**src/u8v_pkg.sv**
```systemverilog
`timescale 1ns / 1ps
`default_nettype none
package u8v_pkg;

    localparam int unsigned QDEPTH = 2;

    localparam logic [2:0] LEN_BAD  = 3'd0;
    localparam logic [2:0] LEN_NONE = 3'd0;

    typedef struct packed {
        logic [3:0][7:0] bytes;
        logic [1:0]      last_idx;
        logic            present;
        logic            fin;
        logic            valid;
    } u8v_grp_t;

    function automatic logic [2:0] lead_len(input logic [7:0] b);
        logic [2:0] len;
        len = LEN_BAD;
        if (b < 8'h80)
            len = 3'd1;
        else if (b >= 8'hC2 && b <= 8'hDF)
            len = 3'd2;
        else if (b >= 8'hE0 && b <= 8'hEF)
            len = 3'd3;
        else if (b >= 8'hF0 && b <= 8'hF4)
            len = 3'd4;
        return len;
    endfunction

    function automatic logic is_cont(input logic [7:0] b);
        return (b & 8'hC0) == 8'h80;
    endfunction

    function automatic logic second_ok(input logic [7:0] lead, input logic [7:0] b1);
        logic ok;
        ok = 1'b1;
        if (lead == 8'hE0 && b1 < 8'hA0)
            ok = 1'b0;
        if (lead == 8'hED && b1 >= 8'hA0)
            ok = 1'b0;
        if (lead == 8'hF0 && b1 < 8'h90)
            ok = 1'b0;
        if (lead == 8'hF4 && b1 > 8'h8F)
            ok = 1'b0;
        return ok;
    endfunction

endpackage
`default_nettype wire

```
**src/u8v_decode.sv**
```systemverilog
`timescale 1ns / 1ps
`default_nettype none
module u8v_decode
(
    input  wire logic              clk,
    input  wire logic              rst_n,
    input  wire logic              accept,
    input  wire logic [7:0]        in_byte,
    input  wire logic              final_byte,
    output u8v_pkg::u8v_grp_t      grp,
    output logic                   push
);

    logic [2:0]      exp_reg, exp_next;
    logic [1:0]      cnt_reg, cnt_next;
    logic [2:0][7:0] held_reg, held_next;
    logic            drop_reg, drop_next;

    logic [2:0]      nres;
    logic            handled;
    logic            ok;
    logic [2:0]      len;

    always_comb
    begin
        exp_next  = exp_reg;
        cnt_next  = cnt_reg;
        held_next = held_reg;
        drop_next = drop_reg;
        handled   = 1'b0;
        nres      = 3'd0;
        grp       = '0;
        grp.present = 1'b1;
        grp.fin     = final_byte;
        len         = u8v_pkg::lead_len(in_byte);

        ok = u8v_pkg::is_cont(in_byte);
        if (cnt_reg == 2'd1)
            ok = ok && u8v_pkg::second_ok(held_reg[0], in_byte);

        if (exp_reg != u8v_pkg::LEN_NONE)
        begin
            if (ok)
            begin
                handled = 1'b1;
                if (({1'b0, cnt_reg} + 3'd1) >= exp_reg)
                begin
                    grp.bytes[0] = (cnt_reg > 2'd0) ? held_reg[0] : in_byte;
                    grp.bytes[1] = (cnt_reg > 2'd1) ? held_reg[1] : in_byte;
                    grp.bytes[2] = (cnt_reg > 2'd2) ? held_reg[2] : in_byte;
                    grp.bytes[3] = in_byte;
                    nres     = {1'b0, cnt_reg} + 3'd1;
                    exp_next = u8v_pkg::LEN_NONE;
                    cnt_next = 2'd0;
                end
                else
                begin
                    unique case (cnt_reg)
                        2'd1:    held_next[1] = in_byte;
                        2'd2:    held_next[2] = in_byte;
                        default: held_next[0] = held_reg[0];
                    endcase
                    cnt_next = cnt_reg + 2'd1;
                end
            end
            else
            begin
                drop_next = 1'b1;
                exp_next  = u8v_pkg::LEN_NONE;
                cnt_next  = 2'd0;
                handled   = u8v_pkg::is_cont(in_byte);
            end
        end

        if (!handled)
        begin
            if (len == u8v_pkg::LEN_BAD)
                drop_next = 1'b1;
            else if (len == 3'd1)
            begin
                grp.bytes[0] = in_byte;
                nres = 3'd1;
            end
            else
            begin
                held_next[0] = in_byte;
                cnt_next     = 2'd1;
                exp_next     = len;
            end
        end

        if (final_byte)
        begin
            if (exp_next != u8v_pkg::LEN_NONE)
                drop_next = 1'b1;
            if (nres == 3'd0)
            begin
                grp.present  = 1'b0;
                grp.bytes[0] = 8'h00;
                nres = 3'd1;
            end
        end

        grp.valid    = !drop_next;
        grp.last_idx = nres[1:0] - 2'd1;
        push         = nres != 3'd0;

        if (final_byte)
        begin
            exp_next  = u8v_pkg::LEN_NONE;
            cnt_next  = 2'd0;
            drop_next = 1'b0;
        end
    end

    always_ff @(posedge clk or negedge rst_n)
    begin
        if (!rst_n)
        begin
            exp_reg  <= u8v_pkg::LEN_NONE;
            cnt_reg  <= 2'd0;
            drop_reg <= 1'b0;
        end
        else if (accept)
        begin
            exp_reg  <= exp_next;
            cnt_reg  <= cnt_next;
            drop_reg <= drop_next;
        end
    end

    always_ff @(posedge clk)
    begin
        if (accept)
            held_reg <= held_next;
    end

    a_open_count: assert property (@(posedge clk) disable iff (!rst_n)
        ((exp_reg == u8v_pkg::LEN_NONE) == (cnt_reg == 2'd0)))
        else $error("held count disagrees with open sequence");

    a_open_range: assert property (@(posedge clk) disable iff (!rst_n)
        (exp_reg != u8v_pkg::LEN_NONE) |-> ({1'b0, cnt_reg} < exp_reg && exp_reg >= 3'd2))
        else $error("held count out of range for sequence length");

endmodule
`default_nettype wire

```
**src/u8v_outq.sv**
```systemverilog
`timescale 1ns / 1ps
`default_nettype none
module u8v_outq
(
    input  wire logic              clk,
    input  wire logic              rst_n,
    input  wire logic              push,
    input  wire u8v_pkg::u8v_grp_t grp,
    output logic                   space,
    output logic                   out_valid,
    input  wire logic              out_ready,
    output logic [7:0]             out_byte,
    output logic                   byte_present,
    output logic                   run_end,
    output logic                   string_end,
    output logic                   all_valid
);

    localparam logic [1:0] FULL = 2'(u8v_pkg::QDEPTH);

    u8v_pkg::u8v_grp_t slot_reg [u8v_pkg::QDEPTH];
    logic       wr_ptr_reg, wr_ptr_next;
    logic       rd_ptr_reg, rd_ptr_next;
    logic [1:0] cnt_reg, cnt_next;
    logic [1:0] idx_reg, idx_next;

    u8v_pkg::u8v_grp_t head;
    logic       pop_last;
    logic       do_pop;
    logic       do_push;

    assign head      = slot_reg[rd_ptr_reg];
    assign space     = cnt_reg != FULL;
    assign out_valid = cnt_reg != 2'd0;
    assign do_pop    = out_valid && out_ready;
    assign do_push   = push && space;
    assign pop_last  = do_pop && (idx_reg == head.last_idx);

    assign out_byte     = head.bytes[idx_reg];
    assign byte_present = head.present;
    assign run_end      = idx_reg == head.last_idx;
    assign string_end   = head.fin && (idx_reg == head.last_idx);
    assign all_valid    = head.valid;

    always_comb
    begin
        wr_ptr_next = wr_ptr_reg;
        rd_ptr_next = rd_ptr_reg;
        idx_next    = idx_reg;
        cnt_next    = cnt_reg;
        if (do_push)
            wr_ptr_next = !wr_ptr_reg;
        if (do_pop)
        begin
            if (pop_last)
            begin
                idx_next    = 2'd0;
                rd_ptr_next = !rd_ptr_reg;
            end
            else
                idx_next = idx_reg + 2'd1;
        end
        priority if (do_push && !pop_last)
            cnt_next = cnt_reg + 2'd1;
        else if (!do_push && pop_last)
            cnt_next = cnt_reg - 2'd1;
        else
            cnt_next = cnt_reg;
    end

    always_ff @(posedge clk or negedge rst_n)
    begin
        if (!rst_n)
        begin
            wr_ptr_reg <= 1'b0;
            rd_ptr_reg <= 1'b0;
            cnt_reg    <= 2'd0;
            idx_reg    <= 2'd0;
        end
        else
        begin
            wr_ptr_reg <= wr_ptr_next;
            rd_ptr_reg <= rd_ptr_next;
            cnt_reg    <= cnt_next;
            idx_reg    <= idx_next;
        end
    end

    always_ff @(posedge clk)
    begin
        if (do_push)
            slot_reg[wr_ptr_reg] <= grp;
    end

    a_cnt_bound: assert property (@(posedge clk) disable iff (!rst_n)
        cnt_reg <= FULL)
        else $error("group queue overfilled");

    a_idx_bound: assert property (@(posedge clk) disable iff (!rst_n)
        (cnt_reg != 2'd0) |-> (idx_reg <= head.last_idx))
        else $error("result index past end of group");

    a_push_space: assert property (@(posedge clk) disable iff (!rst_n)
        push |-> space)
        else $error("group pushed into full queue");

    a_idle_idx: assert property (@(posedge clk) disable iff (!rst_n)
        (cnt_reg == 2'd0) |-> (idx_reg == 2'd0))
        else $error("result index not cleared on empty queue");

endmodule
`default_nettype wire

```
**src/utf8_strict_validate_sanitize_top.sv**
```systemverilog
`timescale 1ns / 1ps
`default_nettype none
// Strict UTF-8 validator/sanitizer. One byte is taken per cycle on the slave
// side while s_axis_tready is high (tlast marks the last byte of a string).
// Complete, valid sequences come out whole; bad, stray and truncated bytes
// are dropped and clear the all_valid flag for the rest of the string. A byte
// yields 0 to 4 results, which drain one per cycle while m_axis_tready is high
// through a two-entry group queue; s_axis_tready drops only while both entries
// are occupied. A byte's results are registered into the group queue when
// the byte is accepted. With a ready sink the input can still stall when a
// multi-byte sequence is draining and further groups queue behind it (as
// when a four-byte character is followed by single bytes), so the rate is
// one byte per cycle only while the queue never fills.
module utf8_strict_validate_sanitize_top
(
    input  wire logic       clk,
    input  wire logic       rst_n,
    input  wire logic       s_axis_tvalid,
    output logic            s_axis_tready,
    input  wire logic [7:0] s_axis_tdata,   // [7:0] in_byte
    input  wire logic       s_axis_tlast,   // final_byte
    output logic            m_axis_tvalid,
    input  wire logic       m_axis_tready,
    output logic [7:0]      m_axis_tdata,   // [7:0] out_byte
    output logic [2:0]      m_axis_tuser,   // [0] byte_present, [1] run_end, [2] all_valid
    output logic            m_axis_tlast    // string_end
);

    logic              accept;
    logic              push;
    logic              space;
    u8v_pkg::u8v_grp_t grp;

    assign s_axis_tready = space;
    assign accept        = s_axis_tvalid && space;

    u8v_decode u_decode
    (
        .clk        (clk),
        .rst_n      (rst_n),
        .accept     (accept),
        .in_byte    (s_axis_tdata),
        .final_byte (s_axis_tlast),
        .grp        (grp),
        .push       (push)
    );

    u8v_outq u_outq
    (
        .clk          (clk),
        .rst_n        (rst_n),
        .push         (push && accept),
        .grp          (grp),
        .space        (space),
        .out_valid    (m_axis_tvalid),
        .out_ready    (m_axis_tready),
        .out_byte     (m_axis_tdata),
        .byte_present (m_axis_tuser[0]),
        .run_end      (m_axis_tuser[1]),
        .string_end   (m_axis_tlast),
        .all_valid    (m_axis_tuser[2])
    );

endmodule
`default_nettype wire

```
**config.mk**
```make
export PLATFORM = sky130hd
export DESIGN_NAME = utf8_strict_validate_sanitize_top
export DESIGN_NICKNAME = d
export VERILOG_FILES = /design/src/u8v_pkg.sv /design/src/u8v_decode.sv /design/src/u8v_outq.sv /design/src/utf8_strict_validate_sanitize_top.sv
export SDC_FILE = /design/constraint.sdc
export NUM_CORES = 1
export LEC_CHECK = 0
export ABC_CLOCK_PERIOD_IN_PS = 4800
export CORE_MARGIN = 2
export CORE_UTILIZATION = 62
export DETAILED_ROUTE_END_ITERATION = 16
export DONT_BUFFER_PORTS = 1
export PLACE_DENSITY = 0.78
export SLEW_MARGIN = 15
export SYNTH_ARGS = -nofsm -noshare
export SYNTH_HDL_FRONTEND = slang
export SYNTH_SLANG_ARGS = --single-unit
```
**constraint.sdc**
```tcl
create_clock -name clk -period 4.8 [get_ports clk]
set_input_delay 0.48 -clock clk [delete_from_list [all_inputs] [get_ports clk]]
set_output_delay 0.48 -clock clk [all_outputs]
set_load 0.01 [all_outputs]
```
==> run metrics, run 1 <==
Area Growth Syn to Fin=5.18%; Final ANT Viol Nets=0; critical path type=register to register; Site Rows=32; Mean Syn Cell Area=15.6 um^2; Finish-stage setup viols=0; CP max stage delay=0.65 ns; part of the power in registers=0.508; H-Tree Depth=3; Int Pwr=1810 uW; initial antenna violation count=0; core region area=7770 um^2; period utilization=0.834; DR iter-0 viols=237; Logic pwr share=0.298; type of destination of the critical path=register; Starting Density=0.643; status=finished clean; nets@finish=343; hpwl dp=6370 um; first-pass GRT wire length=14,500 um; Max stage delay cell, worst path=or3_1; crit path launch type=register; root buffer cell=clkbuf_8; pin count of the biggest net entering global routing=38; Hold Path Class=input pin to register; number of diodes=0; final wirelength=9070 um; layout cells sized above 1=0.175; IO Count=27; clock share of power=0.194; wire per inst=21.2 um; Data arrival, critical path=4.01 ns; prevailing post-synth register cell=edfxtp_1; P per Cell Area=508 nW/um^2; CTS max path bufs=2; vias in the first global route=2,663; max-cap violations=0; maximum clock rate=250 MHz; gr usage total=0.223; Slew headroom=0.375; critical-path cell list=inv_1 -> ha_1 -> ha_1 -> a21o_1 -> a21oi_2 -> or3_1 -> inv_2 -> nand2_1 -> ha_1 -> or3_1 -> nand2_1 -> buf_4; sw frac=0.323; Netlist Area Pre-Place=5000 um^2; Yosys Warn Count=0; TritonCTS clock tree=built; Vias=2,701; Die ar.=8790 um^2; CTS Sinks=110; asr flop ratio synth=0.109; GP Congestion=0.789; CTS buffer count=9; Reg clk slew, reported paths=0.10 ns; first-pass detailed-route iteration total=5; Seq/Total Area, Yosys=0.649; Max rail drop VDD=0.000250 V; Critical Path RT=4.81 ns; Die H=93.8 um; DRC=0; Via density=6.33; CP dominant cell by count=ha_1; Slew Limit Fails=0; unique cell type count in the Yosys netlist=57; Hold Fails Final Rpt=0; LEAKAGE=0.00182 uW; Crit Path Max Fanout=37; number of flip-flops under the largest register name=74; die width=93.8 um; Post-DP Area=5060 um^2; RSZ-0062 raised after global routing=no; Psw=862 uW; Worst Tran Pin Value=0.936 ns; clk_lat worst skew=0.37 ns; setup TNS=0 ns; synthesized netlist cell count=321; cell area after layout=5260 um^2; grt ovf=0; number of port buffers=0; flops & latches, synth=110; Fin Clk Skew=0.0117 ns; setup bufs post-CTS=0; number of flops mapped to enable cells by yosys=98; Final min period=4.00 ns
cell type report:
| cell class | instances | area (um^2) |
|---|---|---|
| Clock buffer | 10 | 128 |
| Fill cell | 546 | 2510 |
| Clock inverter | 6 | 56.3 |
| Tap cell | 102 | 128 |
| Inverter | 13 | 48.8 |
| Timing Repair Buffer | 4 | 32.5 |
| Multi-Input combinational cell | 182 | 1620 |
| Sequential cell | 110 | 3240 |
critical path, delay by kind of cell (launching register included):
| kind | cells | cell delay (ns) |
|---|---|---|
| simple gates | 4 | 1.19 |
| fa+ha+maj | 3 | 0.88 |
| buf+inv | 3 | 0.75 |
| flops | 1 | 0.53 |
| compound gates | 2 | 0.28 |
layout by cell type, fill, tap and decap left out, drive strengths merged, types with 6 or more instances in the layout:
cell / instances
inv: 16
edfxtp: 98
mux2: 10
and2: 7
mux2i: 15
clkbuf: 10
mux4: 16
nand2: 13
ha: 10
nand2b: 6
nor2: 24
dfrtp: 12
a22o: 7
metal layers:
layer | up-vias | part of all wire | GRT usage
met3 | 12 | 0.043 | 0.0361
li1 | 1247 | - | -
met4 | 0 | 0.018 | 0.0785
met1 | 1380 | 0.46 | 0.330
met2 | 62 | 0.48 | 0.343
met5 | - | 0 | 0
through the flow:
step	cells	total power, uW	setup slack, ns	utilization	hold WS, ns
finish	427	2670	0.799	0.677	0.202
global route	427	2800	0.541	0.677	0.186
CTS	427	2690	0.803	0.677	0.195
detailed placement	410	2180	0.832	0.652	0.185
global placement	410	2140	0.936	0.652	0.185
floorplan	322	2020	0.884	-	0.184
kinds of logic (layout without fill, tap and decap cells):
| kind of cell | Yosys count | in the layout | synth area share |
|---|---|---|---|
| flip-flops | 110 | 110 | 0.649 |
| AND/OR/NAND/NOR | 78 | 78 | 0.0836 |
| AO/OA/AOI/OAI | 45 | 45 | 0.0774 |
| multiplexers | 41 | 41 | 0.125 |
| buffers and inverters | 30 | 33 | 0.0290 |
| adder cells (fa/ha/maj) | 10 | 10 | 0.0250 |
| XOR/XNOR | 6 | 6 | 0.0105 |
| other | 1 | 2 | 0.000750 |
path summary, 6_finish.rpt:
path,start,endpoint,slack (ns),cells after the start
max in group asynchronous,rst_n,u_outq.cnt_reg[0]$_DFFE_PN0P_,3.85,1
min,s_axis_tdata[6],u_decode.held_reg[6]$_DFFE_PP_,0.20,0
min in group asynchronous,rst_n,u_outq.cnt_reg[1]$_DFFE_PN0P_,0.55,1
min reg2reg,u_outq.cnt_reg[1]$_DFFE_PN0P_,u_outq.cnt_reg[1]$_DFFE_PN0P_,0.50,1
max reg2reg,u_decode.cnt_reg[0]$_DFFE_PN0P_,u_outq.slot_reg[0][9]$_DFFE_PP_,0.80,12
max,u_decode.cnt_reg[0]$_DFFE_PN0P_,u_outq.slot_reg[0][9]$_DFFE_PP_,0.80,12
what timing repair did:
item                      4_1_cts  5_1_grt
gates resized for setup         0        0
hold buffers                    1        0
hold endpoints to repair       12        0
cell usage after synthesis (all sizes together) (2+ instances only):
library cell,instances,area (um^2)
xor2,2,17.5
dfrtp,12,300
or3,4,25.0
nand2,13,48.8
mux2i,15,150
nor3,5,25.0
edfxtp,98,2940
o211ai,3,22.5
or4,4,33.8
o21ai,5,28.8
nand4b,4,35.0
o211a,2,20.0
a21o,5,37.5
nor2,24,90.1
buf,11,73.8
nor4,2,18.8
o41ai,3,33.8
mux2,10,113
mux4,16,360
xnor2,4,35.0
and2,7,43.8
ha,10,125
and3,3,18.8
a32o,2,20.0
a311oi,2,17.5
a2111oi,2,25.0
inv,13,48.8
nand2b,6,37.5
a22o,7,61.3
clkbuf,6,22.5
a21oi,5,28.8
power by group through the flow:
stage          clock (uW)  sequential [uW]  combinational (uW)
6_report              517             1360                 795
5_1_grt               557             1380                 869
4_1_cts               525             1360                 804
3_5_place_dp            0             1380                 795
3_3_place_gp            0             1360                 776
2_1_floorplan           0             1300                 725
Power figures use the tool's default switching activity.
==> inputs of run 2 (changes only) <==
--- a/config.mk
+++ b/config.mk
@@ -5,12 +5,12 @@
 export SDC_FILE = /design/constraint.sdc
 export NUM_CORES = 1
 export LEC_CHECK = 0
-export ABC_CLOCK_PERIOD_IN_PS = 4800
+export ABC_CLOCK_PERIOD_IN_PS = 3360
 export CORE_MARGIN = 2
-export CORE_UTILIZATION = 62
+export CORE_UTILIZATION = 57
 export DETAILED_ROUTE_END_ITERATION = 16
 export DONT_BUFFER_PORTS = 1
-export PLACE_DENSITY = 0.78
+export PLACE_DENSITY = 0.75
 export SLEW_MARGIN = 15
 export SYNTH_ARGS = -nofsm -noshare
 export SYNTH_HDL_FRONTEND = slang
==> constraint.sdc (replaced) <==
create_clock -name clk -period 3.36 [get_ports clk]
set_input_delay 0.336 -clock clk [delete_from_list [all_inputs] [get_ports clk]]
set_output_delay 0.336 -clock clk [all_outputs]
set_load 0.01 [all_outputs]
==> run metrics, run 2 (synthesis results as in run 1) <==
period utilization=0.947; clk_lat worst skew=0.38 ns; critical path startpoint=u_decode.cnt_reg[0]$_DFFE_PN0P_; pin count of the biggest net entering global routing=38; final core utilization=0.630; H-Tree Depth=3; Reg clk slew, reported paths=0.11 ns; status=finished clean; R2R Path End=u_outq.slot_reg[0][18]$_DFFE_PP_; Worst Tran Pin Value=0.972 ns; Final ANT Viol Nets=0; critical path type=register to register; initial antenna violation count=0; gr usage total=0.203; Top delay family on crit path=adder cells; CP max stage delay=0.49 ns; commonest non-fill, non-tap cell in the layout=edfxtp_1; root buffer cell=clkbuf_8; RSZ-0062 raised after global routing=no; nets@finish=350; Slew Limit Fails=0; most frequent cells in the layout=98 x edfxtp_1, 24 x nor2_1, 16 x mux4_2; first-pass GRT wire length=14,700 um; worst setup margin=0.178 ns; number of port buffers=0; setup TNS=0 ns; core region area=8590 um^2; Crit path depth=11; Fin Clk Skew=0.0136 ns; R2R Setup Slk=0.18 ns; Data arrival, critical path=3.27 ns; buffer and inverter count on the worst path=3; final wirelength=8950 um; TritonCTS clock tree=built; Slew headroom=0.349; Max stage delay cell, worst path=dfrtp_2; max-cap violations=0; Critical Path RT=3.45 ns; sw frac=0.318; CTS buffer count=9; Max rail drop VDD=0.000299 V; Finish-stage setup viols=0; Place WS=0.197 ns; first-pass detailed-route iteration total=4; crit path launch type=register; Reg-to-Reg Start=u_decode.cnt_reg[0]$_DFFE_PN0P_; Vias=2,689; number of flip-flops under the largest register name=74; Final min period=3.18 ns; CTS-repair resized insts=0; Die H=97.6 um; Starting Density=0.582; critical-path cell list=inv_2 -> ha_4 -> ha_1 -> a21o_1 -> a21oi_2 -> buf_4 -> o311a_1 -> ha_1 -> or3_1 -> nand2_4 -> buf_12; Hold Path Class=input pin to register; hpwl dp=6180 um; DR iter-0 viols=165; CP dominant cell by count=ha_1; type of destination of the critical path=register; CTS Sinks=110; IO Count=27; Site Rows=34; P per Cell Area=738 nW/um^2; setup bufs post-CTS=0; Psw=1270 uW; GP Congestion=0.808; number of diodes=0; register cell area after layout=3240 um^2; Hold Fails Final Rpt=0; CTS max path bufs=2; vias in the first global route=2,773; LEAKAGE=0.00189 uW; clock share of power=0.214; grt ovf=0; wire per inst=20.3 um; Crit Path Max Fanout=20; Via density=6.11; Int Pwr=2720 uW; die width=97.6 um; Die ar.=9530 um^2; Layout fillers=629; maximum clock rate=314 MHz; R2R cell count=11; area of the multi-input gates=1650 um^2; Logic pwr share=0.315; critical path endpoint=u_outq.slot_reg[0][18]$_DFFE_PP_; Area Growth Syn to Fin=8.26%; DRC=0; Design Power=3990 uW; layout cells sized above 1=0.214; part of the power in registers=0.470
## run 2: stage by stage
stage	cell area, um^2	cells	hold WS [ns]
2_1_floorplan	5040	322	0.0404
4_1_cts	5410	440	0.0371
6_report	5410	440	0.0476
3_3_place_gp	5180	423	0.0408
3_5_place_dp	5180	423	0.0408
5_1_grt	5410	440	0.0365
## run 2: layout make-up
class | instances | share of cell area
repair buffers | 11 | 0.0204
flip-flops and latches | 110 | 0.600
well taps | 108 | 0.0250
clock buffers | 9 | 0.0229
multi-input cells | 182 | 0.305
inverters | 13 | 0.00902
clock inverters | 7 | 0.0185
## run 2: how the worst min path moves through the flow
| stage | start | end | slack, ns | depth (start not counted) |
|---|---|---|---|---|
| after global placement | rst_n | u_decode.drop_reg$_DFFE_PN0P_ | 0.04 | 0 |
| after global routing | s_axis_tdata[6] | u_decode.held_reg[6]$_DFFE_PP_ | 0.04 | 0 |
| final | s_axis_tlast | u_outq.slot_reg[1][1]$_DFFE_PP_ | 0.05 | 0 |
| after detailed placement | rst_n | u_outq.cnt_reg[1]$_DFFE_PN0P_ | 0.04 | 0 |
| after floorplan | rst_n | u_decode.cnt_reg[0]$_DFFE_PN0P_ | 0.04 | 0 |
| after CTS | s_axis_tlast | u_outq.slot_reg[1][1]$_DFFE_PP_ | 0.04 | 0 |
## run 2: what timing repair did
item	CTS	global route
hold endpoints to repair	12	0
hold buffers	1	0
setup endpoints to repair	0	0
## run 2: per-layer routing
layer,vias up,track usage,wire length (um)
li1,1261,-,-
met1,1350,0.302,4250
met2,67,0.307,4160
met3,11,0.0288,393
met4,0,0.0791,145
met5,-,0,0
## run 2: power groups by stage
stage / logic [uW] / clock network, uW / registers [uW]
floorplan: 1060 / 0 / 1850
global placement: 1240 / 0 / 1900
detailed placement: 1260 / 0 / 1910
CTS: 1270 / 865 / 1880
global route: 1370 / 915 / 1900
finish: 1260 / 855 / 1880
==> inputs of run 3 (changes only) <==
==> constraint.sdc (replaced) <==
create_clock -name clk -period 3.36 [get_ports clk]
set_input_delay 0.168 -clock clk [delete_from_list [all_inputs] [get_ports clk]]
set_output_delay 0.168 -clock clk [all_outputs]
set_load 0.01 [all_outputs]
==> run metrics, run 3 (synthesis results as in run 1) <==
Crit Path Max Fanout=12; grt ovf=0; hpwl dp=6410 um; Die ar.=9530 um^2; Finish-stage setup viols=0; CTS max path bufs=2; Slew Limit Fails=0; max-cap violations=0; worst setup margin=0.155 ns; clk_lat worst skew=0.39 ns; Critical Path RT=3.47 ns; Place WS=0.173 ns; number of port buffers=0; gr usage total=0.217; sw frac=0.329; DRC=0; Psw=1320 uW; P per Cell Area=726 nW/um^2; core region area=8590 um^2; number of diodes=0; wire per inst=21.6 um; crit path launch type=register; type of destination of the critical path=register; vias in the first global route=2,860; Via density=6.17; Vias=2,789; Site Rows=34; Final min period=3.20 ns; IO Count=27; RSZ-0062 raised after global routing=no; status=finished clean; Hold Path Class=input pin to register; Area Growth Syn to Fin=10.5%; DR iter-0 viols=171; clock share of power=0.204; LEAKAGE=0.00193 uW; period utilization=0.954; initial antenna violation count=0; part of the power in registers=0.468; layout cells sized above 1=0.212; Logic pwr share=0.328; maximum clock rate=312 MHz; most frequent cells in the layout=98 x edfxtp_1, 24 x nor2_1, 16 x mux4_2; final wirelength=9770 um; commonest non-fill, non-tap cell in the layout=edfxtp_1; CTS Sinks=110; TritonCTS clock tree=built; GP Congestion=0.811; Hold Slack=0.00281 ns; root buffer cell=clkbuf_8; Starting Density=0.582; Max rail drop VDD=0.000314 V; pin count of the biggest net entering global routing=38; CTS buffer count=9; Final ANT Viol Nets=0; first-pass detailed-route iteration total=5; CTS-repair resized insts=0; die width=97.6 um; Worst Tran Pin Value=1.02 ns; Reg clk slew, reported paths=0.11 ns; H-Tree Depth=3; critical path type=register to register; setup TNS=0 ns; nets@finish=362; Data arrival, critical path=3.31 ns; Int Pwr=2690 uW; Hold Fails Final Rpt=0; number of flip-flops under the largest register name=74; Slew headroom=0.316; Fin Clk Skew=0.0146 ns; Die H=97.6 um; first-pass GRT wire length=15,600 um
[run 3: worst paths after layout]
| path | start | endpoint | slack [ns] | cells after the start |
|---|---|---|---|---|
| setup / recovery | u_decode.cnt_reg[0]$_DFFE_PN0P_ | u_outq.slot_reg[0][27]$_DFFE_PP_ | 0.16 | 11 |
| hold / removal | s_axis_tlast | u_outq.slot_reg[0][2]$_DFFE_PP_ | 0.003 | 1 |
| setup reg to reg | u_decode.cnt_reg[0]$_DFFE_PN0P_ | u_outq.slot_reg[0][27]$_DFFE_PP_ | 0.16 | 11 |
| hold reg to reg | u_outq.cnt_reg[1]$_DFFE_PN0P_ | u_outq.cnt_reg[1]$_DFFE_PN0P_ | 0.50 | 1 |
| max in group asynchronous | rst_n | u_decode.cnt_reg[0]$_DFFE_PN0P_ | 2.70 | 1 |
| min in group asynchronous | rst_n | u_decode.drop_reg$_DFFE_PN0P_ | 0.23 | 1 |
[run 3: stage by stage]
| step | power [uW] | instance area, um^2 | utilization | instances |
|---|---|---|---|---|
| 2_1_floorplan | 2910 | 5040 | - | 322 |
| 3_3_place_gp | 3170 | 5200 | 0.606 | 425 |
| 3_5_place_dp | 3210 | 5200 | 0.606 | 425 |
| 4_1_cts | 4030 | 5510 | 0.641 | 451 |
| 5_1_grt | 4220 | 5520 | 0.643 | 452 |
| 6_report | 4010 | 5520 | 0.643 | 452 |
[run 3: worst max-delay path, cell delays in order (launching register included)]
cell	delay (ns)
dfrtp_2	0.49
inv_2	0.08
ha_4	0.26
ha_1	0.27
a21o_1	0.13
a21oi_2	0.09
buf_4	0.17
o311a_1	0.37
ha_1	0.22
or3_1	0.42
nand2_4	0.22
buf_4	0.18
[run 3: area by class of cell]
type                            instances  area [um^2]
Timing Repair Buffer                   23          238
Clock buffer                            9          124
Tap cell                              108          135
Inverter                               13         48.8
Multi-Input combinational cell        182         1650
Clock inverter                          7         83.8
Fill cell                             609         3070
Sequential cell                       110         3240
[run 3: layer usage]
layer  vias up  global-route usage  part of all wire
met5         -                   0                 0
met4         0              0.0641             0.021
met3        16              0.0504             0.053
met2        83               0.328              0.47
met1      1409               0.319              0.46
li1       1281                   -                 -
[run 3: power by group through the flow]
stage	combinational [uW]	sequential, uW	clock, uW
2_1_floorplan	1060	1850	0
3_3_place_gp	1270	1890	0
3_5_place_dp	1300	1910	0
4_1_cts	1330	1880	827
5_1_grt	1430	1900	886
6_report	1320	1880	817
[run 3: what timing repair did]
item,in CTS,in global routing
buffers inserted,0,0
hold buffers,10,1
hold endpoints to repair,42,1
